--- src/sv/hcb_pkg.sv ---
// Shared types and constants for the Huffman code builder.
// No dependencies; every other file uses this package.
`default_nettype none
package hcb_pkg;
    localparam int MAX_LEAVES_DEF  = 64;
    localparam int WEIGHT_BITS_DEF = 16;
    localparam int LEAF_W          = 16;
    localparam int CODE_W          = 63;
    localparam int LEN_W           = 6;

    // commands from the controller to the datapath
    typedef struct packed {
        logic load;
        logic build_start;
        logic init_step;
        logic merge_init;
        logic scan_start;
        logic scan_step;
        logic mrg_a;
        logic mrg_b;
        logic mrg_c;
        logic walk_init;
        logic walk_start;
        logic walk_head;
        logic walk_read;
        logic walk_eval;
        logic emit_load;
        logic emit_next;
    } t_cmd;

    // status from the datapath to the controller
    typedef struct packed {
        logic init_done;
        logic single;
        logic scan_done;
        logic merges_done;
        logic at_root;
        logic last_leaf;
    } t_sts;
endpackage
`default_nettype wire

--- src/sv/hcb_ctrl.sv ---
// Sequencer for load, tree build and code walk.
// Depends on hcb_pkg for the command and status structs.
`default_nettype none
module hcb_ctrl (
    input  wire logic          i_clk,
    input  wire logic          i_rst_n,
    input  wire logic          i_in_valid,
    input  wire logic          i_last_leaf,
    input  wire logic          i_out_ready,
    input  wire hcb_pkg::t_sts i_sts,
    output hcb_pkg::t_cmd      o_cmd,
    output logic               o_in_ready,
    output logic               o_out_valid
);
    import hcb_pkg::*;

    typedef enum logic [10:0] {
        S_LOAD    = 11'b000_0000_0001,
        S_INIT    = 11'b000_0000_0010,
        S_SCAN    = 11'b000_0000_0100,
        S_MRG_A   = 11'b000_0000_1000,
        S_MRG_B   = 11'b000_0001_0000,
        S_MRG_C   = 11'b000_0010_0000,
        S_W_START = 11'b000_0100_0000,
        S_W_HEAD  = 11'b000_1000_0000,
        S_W_CHK   = 11'b001_0000_0000,
        S_W_EVAL  = 11'b010_0000_0000,
        S_EMIT    = 11'b100_0000_0000
    } t_state;

    t_state r_state, n_state;

    // advance state
    always_ff @(posedge i_clk) begin
        if (!i_rst_n) begin
            r_state <= S_LOAD;
        end else begin
            r_state <= n_state;
        end
    end

    // decode commands and next state
    always_comb begin
        n_state     = r_state;
        o_cmd       = '0;
        o_in_ready  = 1'b0;
        o_out_valid = 1'b0;
        case (r_state)
            S_LOAD: begin
                o_in_ready = 1'b1;
                if (i_in_valid) begin
                    o_cmd.load = 1'b1;
                    if (i_last_leaf) begin
                        o_cmd.build_start = 1'b1;
                        n_state = S_INIT;
                    end
                end
            end
            S_INIT: begin
                if (i_sts.init_done) begin
                    o_cmd.merge_init = 1'b1;
                    if (i_sts.single) begin
                        o_cmd.walk_init = 1'b1;
                        n_state = S_W_START;
                    end else begin
                        o_cmd.scan_start = 1'b1;
                        n_state = S_SCAN;
                    end
                end else begin
                    o_cmd.init_step = 1'b1;
                end
            end
            S_SCAN: begin
                if (i_sts.scan_done) begin
                    n_state = S_MRG_A;
                end else begin
                    o_cmd.scan_step = 1'b1;
                end
            end
            S_MRG_A: begin
                o_cmd.mrg_a = 1'b1;
                n_state = S_MRG_B;
            end
            S_MRG_B: begin
                o_cmd.mrg_b = 1'b1;
                n_state = S_MRG_C;
            end
            S_MRG_C: begin
                o_cmd.mrg_c = 1'b1;
                if (i_sts.merges_done) begin
                    o_cmd.walk_init = 1'b1;
                    n_state = S_W_START;
                end else begin
                    o_cmd.scan_start = 1'b1;
                    n_state = S_SCAN;
                end
            end
            S_W_START: begin
                o_cmd.walk_start = 1'b1;
                n_state = S_W_HEAD;
            end
            S_W_HEAD: begin
                o_cmd.walk_head = 1'b1;
                n_state = S_W_CHK;
            end
            S_W_CHK: begin
                if (i_sts.at_root) begin
                    o_cmd.emit_load = 1'b1;
                    n_state = S_EMIT;
                end else begin
                    o_cmd.walk_read = 1'b1;
                    n_state = S_W_EVAL;
                end
            end
            S_W_EVAL: begin
                o_cmd.walk_eval = 1'b1;
                n_state = S_W_CHK;
            end
            S_EMIT: begin
                o_out_valid = 1'b1;
                if (i_out_ready) begin
                    o_cmd.emit_next = 1'b1;
                    n_state = i_sts.last_leaf ? S_LOAD : S_W_START;
                end
            end
            default: begin
                n_state = S_LOAD;
            end
        endcase
    end
endmodule
`default_nettype wire

--- config.mk ---
export PLATFORM = sky130hd
export DESIGN_NAME = hcb_ctrl
export DESIGN_NICKNAME = d
export VERILOG_FILES = /design/src/sv/hcb_pkg.sv /design/src/sv/hcb_ctrl.sv
export SDC_FILE = /design/constraint.sdc
export NUM_CORES = 1
export LEC_CHECK = 0
export ABC_CLOCK_PERIOD_IN_PS = 1500
export BUFFER_PORTS_ARGS = -buffer_cell sky130_fd_sc_hd__buf_2
export CORE_ASPECT_RATIO = 0.7
export CORE_MARGIN = 4
export CORE_UTILIZATION = 44
export CTS_CLUSTER_DIAMETER = 40
export DETAILED_ROUTE_END_ITERATION = 12
export PLACE_DENSITY_LB_ADDON = 0.2
export SLEW_MARGIN = 15
export SYNTH_ARGS = -nofsm -noshare
export SYNTH_HDL_FRONTEND = slang
export SYNTH_SLANG_ARGS = --single-unit
--- constraint.sdc ---
create_clock -name i_clk -period 1.5 [get_ports i_clk]
set_input_delay 0.075 -clock i_clk [delete_from_list [all_inputs] [get_ports i_clk]]
set_output_delay 0.075 -clock i_clk [all_outputs]
set_load 0.03 [all_outputs]
==> results of run 1 <==
==> cell usage after synthesis, types with 2 or more instances <==
| cell type | count |
|---|---|
| dfxtp_1 | 11 |
| nor2_1 | 9 |
| nand2_1 | 8 |
| nor3b_1 | 6 |
| clkbuf_1 | 4 |
| nand2b_1 | 4 |
| nor3_1 | 4 |
| o21ai_0 | 4 |
| a21oi_1 | 3 |
| and2_1 | 3 |
| and3_1 | 3 |
| inv_1 | 3 |
| nand3_1 | 3 |
| o2111a_1 | 3 |
| o21a_1 | 3 |
| a22o_1 | 2 |
| nor4b_1 | 2 |
| nor4b_2 | 2 |
| xor2_1 | 2 |
==> stage by stage <==
stage	setup slack (ns)	std cells	area, µm²	TNS [ns]	hold WS (ns)
CTS	-0.421	183	1580	-6.36	0.107
detailed placement	-0.213	171	1280	-2.11	0.290
global placement	-0.158	171	1280	-1.32	0.288
floorplan	-0.438	101	946	-3.10	0.154
==> repair_timing <==
| item | in CTS |
|---|---|
| hold buffers | 1 |
| pin swaps | 16 |
| buffers inserted | 7 |
| gates cloned | 0 |
| endpoints found under the setup margin | 28 |
| resized for setup | 60 |
| hold endpoints to repair | 1 |
==> cell families after synthesis <==
logic type             Yosys count
AND/OR/NAND/NOR                 55
AO/OA/AOI/OAI                   22
flip-flops                      11
buffers and inverters            9
XOR/XNOR                         3
multiplexers                     1
==> impl_results.md, run 1 <==
- #FFs+latches synth: 11
- Synth Area in Adders: 0%
- Largest family of logic cells by synthesized area: simple AND/OR/NAND/NOR gates
- Synth Cell Area: 850 µm²
- Post-synthesis cell type count: 41
- Ys flop type: dfxtp_1
- Cells after Synth: 101
- Status: stopped before the end
- Largest net degree at the start of global routing: 11
- Tool error message: [ERROR DPL-0038] Utilization greater than 100%, impossible to legalize
- Register area share after synthesis: 25.9%
- Last stage: global routing (5_1_grt)
- Worst ep type: output port
- YS warnings: 0
- Compound-Gate Fraction of Synth Area: 20.2%
- Die span in x: 60.5 µm
- Post-synth ARST share: 0%
- CTS Buf Count: 3
- Top cell type's share of synthesized area: 25.9%
- CTS Buffer Depth: 2
- Syn Nets: 112
- Post-synth EDFFs: 0
- Simple logic cell fraction of the synthesized area: 44.5%
- Gpl congestion: 0.873
- FP Rows: 12
- Syn avg cell area: 8.41 µm²
- Worst Endpoint after GRT Repair: o_cmd[6]
- Initial core utilization: 50.1%
- Mux share of post-synthesis cell area: 1.33%
- H-tree depth: 1
- Main area contributors after synthesis: dfxtp_1 26%, nor3b_1 5.3%, nor2_1 4.0%, o2111a_1 4.0%, nand2_1 3.5%
- HPWL Detailed: 2390 µm
- I/O Buffers: 28
- Post-synthesis xor/xnor area fraction: 3.09%
- Root buf cell: clkbuf_4
- Clock sinks: 11
- Synth area leader: dfxtp_1
- Die Y-Extent: 44.8 µm
- Num ports: 29
==> run 2, diff against run 1 <==
- ABC_CLOCK_PERIOD_IN_PS: 1500 -> 2000
- CORE_AREA: default -> 4 4 65 67
- CORE_ASPECT_RATIO: 0.7 -> default
- CORE_MARGIN: 4 -> default
- CORE_UTILIZATION: 44 -> default
- CTS_CLUSTER_DIAMETER: 40 -> default
- DIE_AREA: default -> 0 0 69 71
- PLACE_DENSITY_LB_ADDON: 0.2 -> 0.15
- clock period: 1.5 -> 2 ns (I/O delays scaled with it)
==> impl_results.md, run 2 <==
- Total GRT Usage: 11.1%
- Commonest non-fill, non-tap cells in the layout: 27 x buf_2, 10 x buf_4, 9 x dfxtp_1
- Gpl congestion: 0.782
- I/O Buffers: 28
- Largest net degree at the start of global routing: 10
- #FFs+latches synth: 11
- CP Launch Type: flip-flop
- Syn avg cell area: 8.41 µm²
- YS warnings: 0
- H-tree depth: 1
- First-pass GRT wire length: 4410 µm
- TritonCTS clock tree: done
- Power per cell area: 639 nW/µm²
- Clk_lat worst skew: 0.24 ns
- Most common cell after layout, fill and taps aside: buf_2
- Worst EP required: 1.90 ns
- Ratio of cells with drive above 1 in the final layout: 43.8%
- Clk pin slew, worst setup/hold paths: 0.06 ns
- Minimum clock period: 1.91 ns
- Setup TNS: 0 ns
- Top cell type's share of synthesized area: 25.9%
- Ant. Diodes: 0
- Max FFs per register: 11
- Status: completed
- Pre-antenna DRT Iters: 4
- Routed len/inst: 14.4 µm
- Cells after Synth: 101
- # fillers: 406
- Critical path class: reg2out
- DR iter-0 viols: 12
- Die span in x: 69 µm
- CORE AREA: 3630 µm²
- Post-synth ARST share: 0%
- CTS Buffer Depth: 2
- DP Worst Slack: 0.203 ns
- HPWL Detailed: 2150 µm
- Reg with most FFs: r_state
- Root buf cell: clkbuf_8
- FP Rows: 22
- Nets@finish: 149
- Final Hold Fails: 0
- CP Cell Sequence: nor3_4 > buf_4 > and2_2 > and3_4 > a22o_4 > buf_2
- Placed cells: 179
- Initial antenna violation count: 0
- DRC viols: 0
- Synth cell count leaders: 11 x dfxtp_1, 9 x nor2_1, 8 x nand2_1, 6 x nor3b_1
- Max cap viols: 0
- Setup Skew: 0.00494 ns
- Peak supply drop: 0.000296 V
- Max Slew Vio Count: 0
- Synth Cell Area: 850 µm²
- Final setup violation count: 0
- PnR worst setup slack: 0.0941 ns
- Via count: 910
- Worst-path fanout max: 6
- Post-Route WL: 2670 µm
- Clock sinks: 11
- Worst Path Arrival: 1.81 ns
- Hold WS: 0.0449 ns
- CTS Buf Count: 3
- Total power: 0.756 mW
- Syn Nets: 112
- Biggest regs: r_state: 11 flops
- Type of destination of the critical path: primary output
- Global route overflow: 0
- Slew headroom: 73.0%
- Max stage delay cell, worst path: dfxtp_1
- Synth area leader: dfxtp_1
- Die area: 4900 µm²
- Vias/cell: 4.92
- Register area share after synthesis: 25.9%
- Area grow syn2layout: 39.3%
- Num ports: 29
- Fin crit share: 95.3%
- Post-synth EDFFs: 0
- Non-filler instance count after layout: 185
- Max Freq: 525 MHz
- Static leakage: 0.528 nW
- Post-synthesis cell type count: 41
- Main area contributors after synthesis: dfxtp_1 26%, nor3b_1 5.3%, nor2_1 4.0%, o2111a_1 4.0%, nand2_1 3.5%
- Remaining antenna violation count: 0
- Hold Crit Class: in2reg
- CTS Hold Bufs: 0
- Worst Max-Slew Pin Slew: 0.404 ns
- Critical Path Max Stage Delay: 0.53 ns
- Die Y-Extent: 71 µm
- Vias in the first global route: 887
- Top-count cell post-synth: dfxtp_1
- Ys flop type: dfxtp_1
- RSZ-0062 raised after global routing: no
- Initial core utilization: 23.4%
run 2: cell counts after synthesis:
No cell type changed its count.
run 2: final timing paths:
check	from	endpoint	slack, ns	cells past startpoint
setup / recovery	r_state[6]$_SDFFE_PN0P_	o_cmd[11]	0.09	6
hold / removal	i_sts[1]	r_state[9]$_SDFFE_PN0P_	0.04	2
setup reg to reg	r_state[2]$_SDFFE_PN0P_	r_state[8]$_SDFFE_PN0P_	0.23	6
hold reg to reg	r_state[8]$_SDFFE_PN0P_	r_state[9]$_SDFFE_PN0P_	0.61	2
run 2: cells by family after synthesis:
logic type             Yosys count  share of synthesized area [%]
AND/OR/NAND/NOR                 55                           44.5
AO/OA/AOI/OAI                   22                           20.2
flip-flops                      11                           25.9
buffers and inverters            9                           5.01
XOR/XNOR                         3                           3.09
multiplexers                     1                           1.33
run 2: final cells by class:
type                       instances  area [µm²]  share of cell area [%]
clock buffer                       4        45.0                    3.81
inverter                           3        11.3                   0.951
multi-input combinational         81         627                    53.0
sequential                        11         223                    18.8
tap                               48        60.1                    5.07
timing repair buffer              38         218                    18.4
run 2: timing repair:
item / 4_1_cts / 5_1_grt
gates resized for setup: 3 / 6
buffers inserted: 1 / 1
setup endpoints to repair: 3 / 8
pin swaps: 1 / 4
run 2: critical path, delay by kind of cell (launching register included):
kind / cells / cell delay (ns)
and+or+nand+nor: 3 / 0.47
AOI/OAI and AO/OA: 1 / 0.21
DFF: 1 / 0.53
buffers and inverters: 2 / 0.34
run 2: layer usage:
metal	part of all wire, %	routed length [µm]	track usage, %	vias up
li1	-	-	-	451
met1	48	1290	14.2	430
met2	46	1240	18.1	25
met3	4.5	121	2.98	4
met4	0.86	23	3.69	0
met5	0	0	0	-
run 2: through the flow:
step | instance area (µm²) | utilization [%]
2_1_floorplan | 861 | -
3_3_place_gp | 1090 | 30.0
3_5_place_dp | 1090 | 30.0
4_1_cts | 1160 | 32.0
5_1_grt | 1180 | 32.6
6_report | 1180 | 32.6
run 2: power by group:
group | switching [mW] | internal [mW]
registers | 0.0107 | 0.229
logic | 0.169 | 0.117
clock network | 0.0895 | 0.140
total | 0.270 | 0.487
(Power assumes the default switching activity.)
==> run 3, diff against run 2 <==
- BUFFER_PORTS_ARGS: -buffer_cell sky130_fd_sc_hd__buf_2 -> -buffer_cell sky130_fd_sc_hd__buf_4
- CORE_AREA: 4 4 65 67 -> 2 2 63 65
- DIE_AREA: 0 0 69 71 -> 0 0 65 67
==> impl_results.md, run 3 (same netlist as run 2, synthesis figures left out) <==
- Fin crit share: 94.9%
- First-pass GRT wire length: 3820 µm
- Setup TNS: 0 ns
- PnR worst setup slack: 0.102 ns
- Power per cell area: 605 nW/µm²
- Die area: 4360 µm²
- FP Rows: 22
- Delay-heaviest family, CP: simple AND/OR/NAND/NOR gates
- Placement Cell Area: 1130 µm²
- Largest net degree at the start of global routing: 10
- Clk pin slew, worst setup/hold paths: 0.05 ns
- Minimum clock period: 1.90 ns
- Hold Crit Class: in2reg
- Non-filler instance count after layout: 182
- Via count: 881
- Worst-path fanout max: 5
- Placed cells: 175
- Nets@finish: 146
- CTS Buf Count: 3
- Post-route cell area: 1220 µm²
- DR iter-0 viols: 31
- Routed len/inst: 13.3 µm
- Die span in x: 65 µm
- Peak supply drop: 0.000397 V
- Max stage delay cell, worst path: dfxtp_2
- Pre-antenna DRT Iters: 4
- Most common cell after layout, fill and taps aside: buf_4
- Area grow syn2layout: 44.0%
- Max Freq: 527 MHz
- Gpl congestion: 0.738
- I/O Buffers: 28
- Reg with most FFs: r_state
- Max FFs per register: 11
- Max Slew Vio Count: 0
- Post-Route WL: 2420 µm
- Biggest regs: r_state: 11 flops
- Worst setup path startpoint: r_state[10]$_SDFFE_PN0P_
- Worst Max-Slew Pin Slew: 0.379 ns
- DRT met1 WL: 1230 µm
- Clock sinks: 11
- Setup Skew: 0.00296 ns
- Num ports: 29
- HPWL Detailed: 1930 µm
- Total power: 0.741 mW
- Remaining antenna violation count: 0
- # fillers: 387
- Clk_lat worst skew: 0.23 ns
- CP Launch Type: flip-flop
- Layout Utilization: 33.9%
- CTS Hold Bufs: 0
- TritonCTS clock tree: done
- RR Startpoint: r_state[1]$_SDFFE_PN0P_
- Root buf cell: clkbuf_8
- Buf+Inv Stages, Crit Path: 2
- Worst Path Arrival: 1.80 ns
- Final setup violation count: 0
- WP depth: 7
- Total GRT Usage: 11.6%
- CP Cell Sequence: nor4_2 > buf_4 > nand2_2 > nor4b_4 > nand2_1 > nand2_2 > buf_6
- CTS Buffer Depth: 2
- Initial antenna violation count: 0
- Max cap viols: 0
- Critical Path Max Stage Delay: 0.35 ns
- DP Worst Slack: 0.105 ns
- Status: completed
- Routed wl met3: 64 µm
- Vias/cell: 4.84
- Vias in the first global route: 767
- Hold WS: 0.0456 ns
- Worst Reg-to-Reg Cells: 6
- Met2 Wirelength: 1090 µm
- Slew headroom: 74.7%
- CP dominant cell by count: nand2_2
- Static leakage: 0.519 nW
- Top routing layer in use: met4
- HP Start: i_sts[1]
- Ant. Diodes: 0
- Commonest non-fill, non-tap cells in the layout: 34 x buf_4, 8 x nor2_1, 7 x nand2_1
- Die Y-Extent: 67 µm
- Hold Path Stages: 2
- Global route overflow: 0
- DRC viols: 0
- Ratio of cells with drive above 1 in the final layout: 43.3%
- H-tree depth: 1
- Final Hold Fails: 0
- Initial core utilization: 23.6%
- Type of destination of the critical path: primary output
- Critical path class: reg2out
- CORE AREA: 3610 µm²
- Worst EP required: 1.90 ns
run 3: cell types whose count changed in the layout (fill, tap and decap cells not counted), moves of 2 or more:
| cell | previous run | this run |
|---|---|---|
| buf_2 | 27 | 0 |
| dfxtp_1 | 9 | 6 |
| buf_4 | 10 | 34 |
| dfxtp_2 | 2 | 4 |
run 3: worst register-to-register path: stages (launching register included):
cell	delay [ns]
dfxtp_4	0.37
nor4_4	0.36
buf_4	0.19
nand3b_2	0.11
o22a_1	0.29
o211ai_2	0.26
nor3_1	0.08
run 3: repair_timing:
item | 4_1_cts | 5_1_grt
setup endpoints to repair | 3 | 5
pin swaps | 2 | 4
resized for setup | 1 | 9
gates cloned | 0 | 0
buffers inserted | 1 | 2
run 3: path summary, 6_finish.rpt:
path | endpoint | slack (ns)
min reg2reg | r_state[9]$_SDFFE_PN0P_ | 0.61
max reg2reg | r_state[8]$_SDFFE_PN0P_ | 0.21
max | o_cmd[6] | 0.10
min | r_state[9]$_SDFFE_PN0P_ | 0.05
run 3: power by group:
| group | internal [mW] | total [mW] | switching (mW) |
|---|---|---|---|
| Sequential | 0.231 | 0.254 | 0.0230 |
| Clock | 0.140 | 0.222 | 0.0821 |
| Combinational | 0.119 | 0.265 | 0.146 |
run 3: layer usage:
| layer | up-vias | track usage (%) |
|---|---|---|
| met1 | 416 | 16.2 |
| met5 | - | 0 |
| met3 | 2 | 1.01 |
| met2 | 18 | 18.3 |
| met4 | 0 | 4.79 |
| li1 | 445 | - |
run 3: area by class of cell:
type	count	area, µm²	share of cell area [%]
clock buffers	4	45.0	3.68
inverters	3	11.3	0.920
well taps	48	60.1	4.91
multi-input cells	81	612	50.0
flip-flops and latches	11	229	18.7
repair buffers	35	267	21.8
==> run 4, diff against run 3 <==
- BUFFER_PORTS_ARGS: -buffer_cell sky130_fd_sc_hd__buf_4 -> default
- DONT_BUFFER_PORTS: default -> 1
==> impl_results.md, run 4 (same netlist as run 2, synthesis figures left out) <==
- Status: completed
- Pre-antenna DRT Iters: 4
- Placed cells: 163
- Die Y-Extent: 67 µm
- Met1 usage: 14.8%
- Worst-path fanout max: 9
- Type of destination of the critical path: primary output
- Max Slew Vio Count: 0
- Clk pin slew, worst setup/hold paths: 0.06 ns
- HPWL Detailed: 1830 µm
- CORE AREA: 3610 µm²
- Peak supply drop: 0.000356 V
- Setup Skew: 0.00856 ns
- PnR worst setup slack: 0.106 ns
- Commonest non-fill, non-tap cells in the layout: 23 x buf_4, 10 x dfxtp_1, 8 x nor2_1
- Slew headroom: 78.0%
- Critical path class: reg2out
- Minimum clock period: 1.89 ns
- FP Rows: 22
- Setup TNS: 0 ns
- Worst Max-Slew Pin Slew: 0.321 ns
- Global route overflow: 0
- Worst Reg-to-Reg Cells: 6
- Met3 Track Usage GR: 1.69%
- Ratio of cells with drive above 1 in the final layout: 35.2%
- Placement Cell Area: 1040 µm²
- Remaining antenna violation count: 0
- CTS Buf Count: 3
- Post-route cell area: 1160 µm²
- Initial antenna violation count: 0
- I/O Buffers: 0
- Static leakage: 0.473 nW
- Vias/cell: 4.90
- HP Start: i_sts[2]
- Fin crit share: 94.7%
- Most common cell after layout, fill and taps aside: buf_4
- Power per cell area: 624 nW/µm²
- DR iter-0 viols: 18
- TritonCTS clock tree: done
- Largest net degree at the start of global routing: 12
- Initial core utilization: 23.6%
- CTS Buffer Depth: 2
- H-tree depth: 1
- Root buf cell: clkbuf_8
- RSZ-0062 raised after global routing: yes
- Worst EP required: 1.90 ns
- Max FFs per register: 11
- Hold Crit Class: in2reg
- Vias in the first global route: 807
- DRC viols: 0
- GR peak layer: met2
- Area grow syn2layout: 36.7%
- Num ports: 29
- Reg with most FFs: r_state
- Via count: 848
- Ant. Diodes: 0
- Routed len/inst: 13.5 µm
- Non-filler instance count after layout: 173
- Gpl congestion: 0.821
- RR Startpoint: r_state[0]$_SDFFE_PN1P_
- Worst Path Arrival: 1.79 ns
- Die span in x: 65 µm
- Total GRT Usage: 11.7%
- Biggest regs: r_state: 11 flops
- Worst setup path startpoint: r_state[0]$_SDFFE_PN1P_
- Hold Path Stages: 2
- Final Hold Fails: 0
- Die area: 4360 µm²
- Nets@finish: 137
- Clock sinks: 11
- Max Freq: 528 MHz
- Clk_lat worst skew: 0.24 ns
- Post-Route WL: 2340 µm
- CP Launch Type: flip-flop
- Hold WS: 0.0348 ns
- Max cap viols: 0
- Met2 GRT Util: 18.9%
- DP Worst Slack: 0.216 ns
- First-pass GRT wire length: 3860 µm
- Final setup violation count: 0
run 4: final cells by class:
cell class,instances,area (µm²)
sequential,11,221
timing repair buffer,26,203
clock inverter,1,5.00
tap,48,60.1
fill,387,2440
multi-input combinational,81,619
inverter,3,11.3
clock buffer,3,41.3
run 4: layer usage:
layer  vias to the layer above  part of all wire (%)  wire length [µm]
li1                        424                     -                 -
met2                        18                    47              1090
met5                         -                     0                 0
met3                         4                   4.0                93
met1                       402                    48              1120
met4                         0                   1.7                41
run 4: stage by stage:
| step | utilization, % | total power, mW |
|---|---|---|
| floorplan | - | 0.441 |
| global placement | 28.8 | 0.489 |
| detailed placement | 28.8 | 0.486 |
| CTS | 31.1 | 0.723 |
| global route | 32.2 | 0.762 |
| finish | 32.2 | 0.724 |
run 4: path summary, 6_finish.rpt:
path                        endpoint  slack, ns
max                         o_cmd[4]       0.11
min          r_state[6]$_SDFFE_PN0P_       0.03
max reg2reg  r_state[8]$_SDFFE_PN0P_       0.21
min reg2reg  r_state[8]$_SDFFE_PN0P_       0.63
run 4: critical path, cell delays in order (launching register included):
cell and delay (ns):
dfxtp_1 0.40, nor4_4 0.32, buf_4 0.17, buf_4 0.11
nand3_1 0.12, nor3b_1 0.23, buf_4 0.19
run 4: repair_timing:
item	CTS	global route
hold buffers	2	1
cloned	0	0
gates resized for setup	1	5
pin swaps	1	2
endpoints found under the hold margin	7	1
setup buffers	1	2
endpoints found under the setup margin	2	5
run 4: power by group:
part,switching [mW],internal (mW)
clock,0.0885,0.137
sequential,0.0211,0.229
combinational,0.142,0.106
total,0.252,0.472
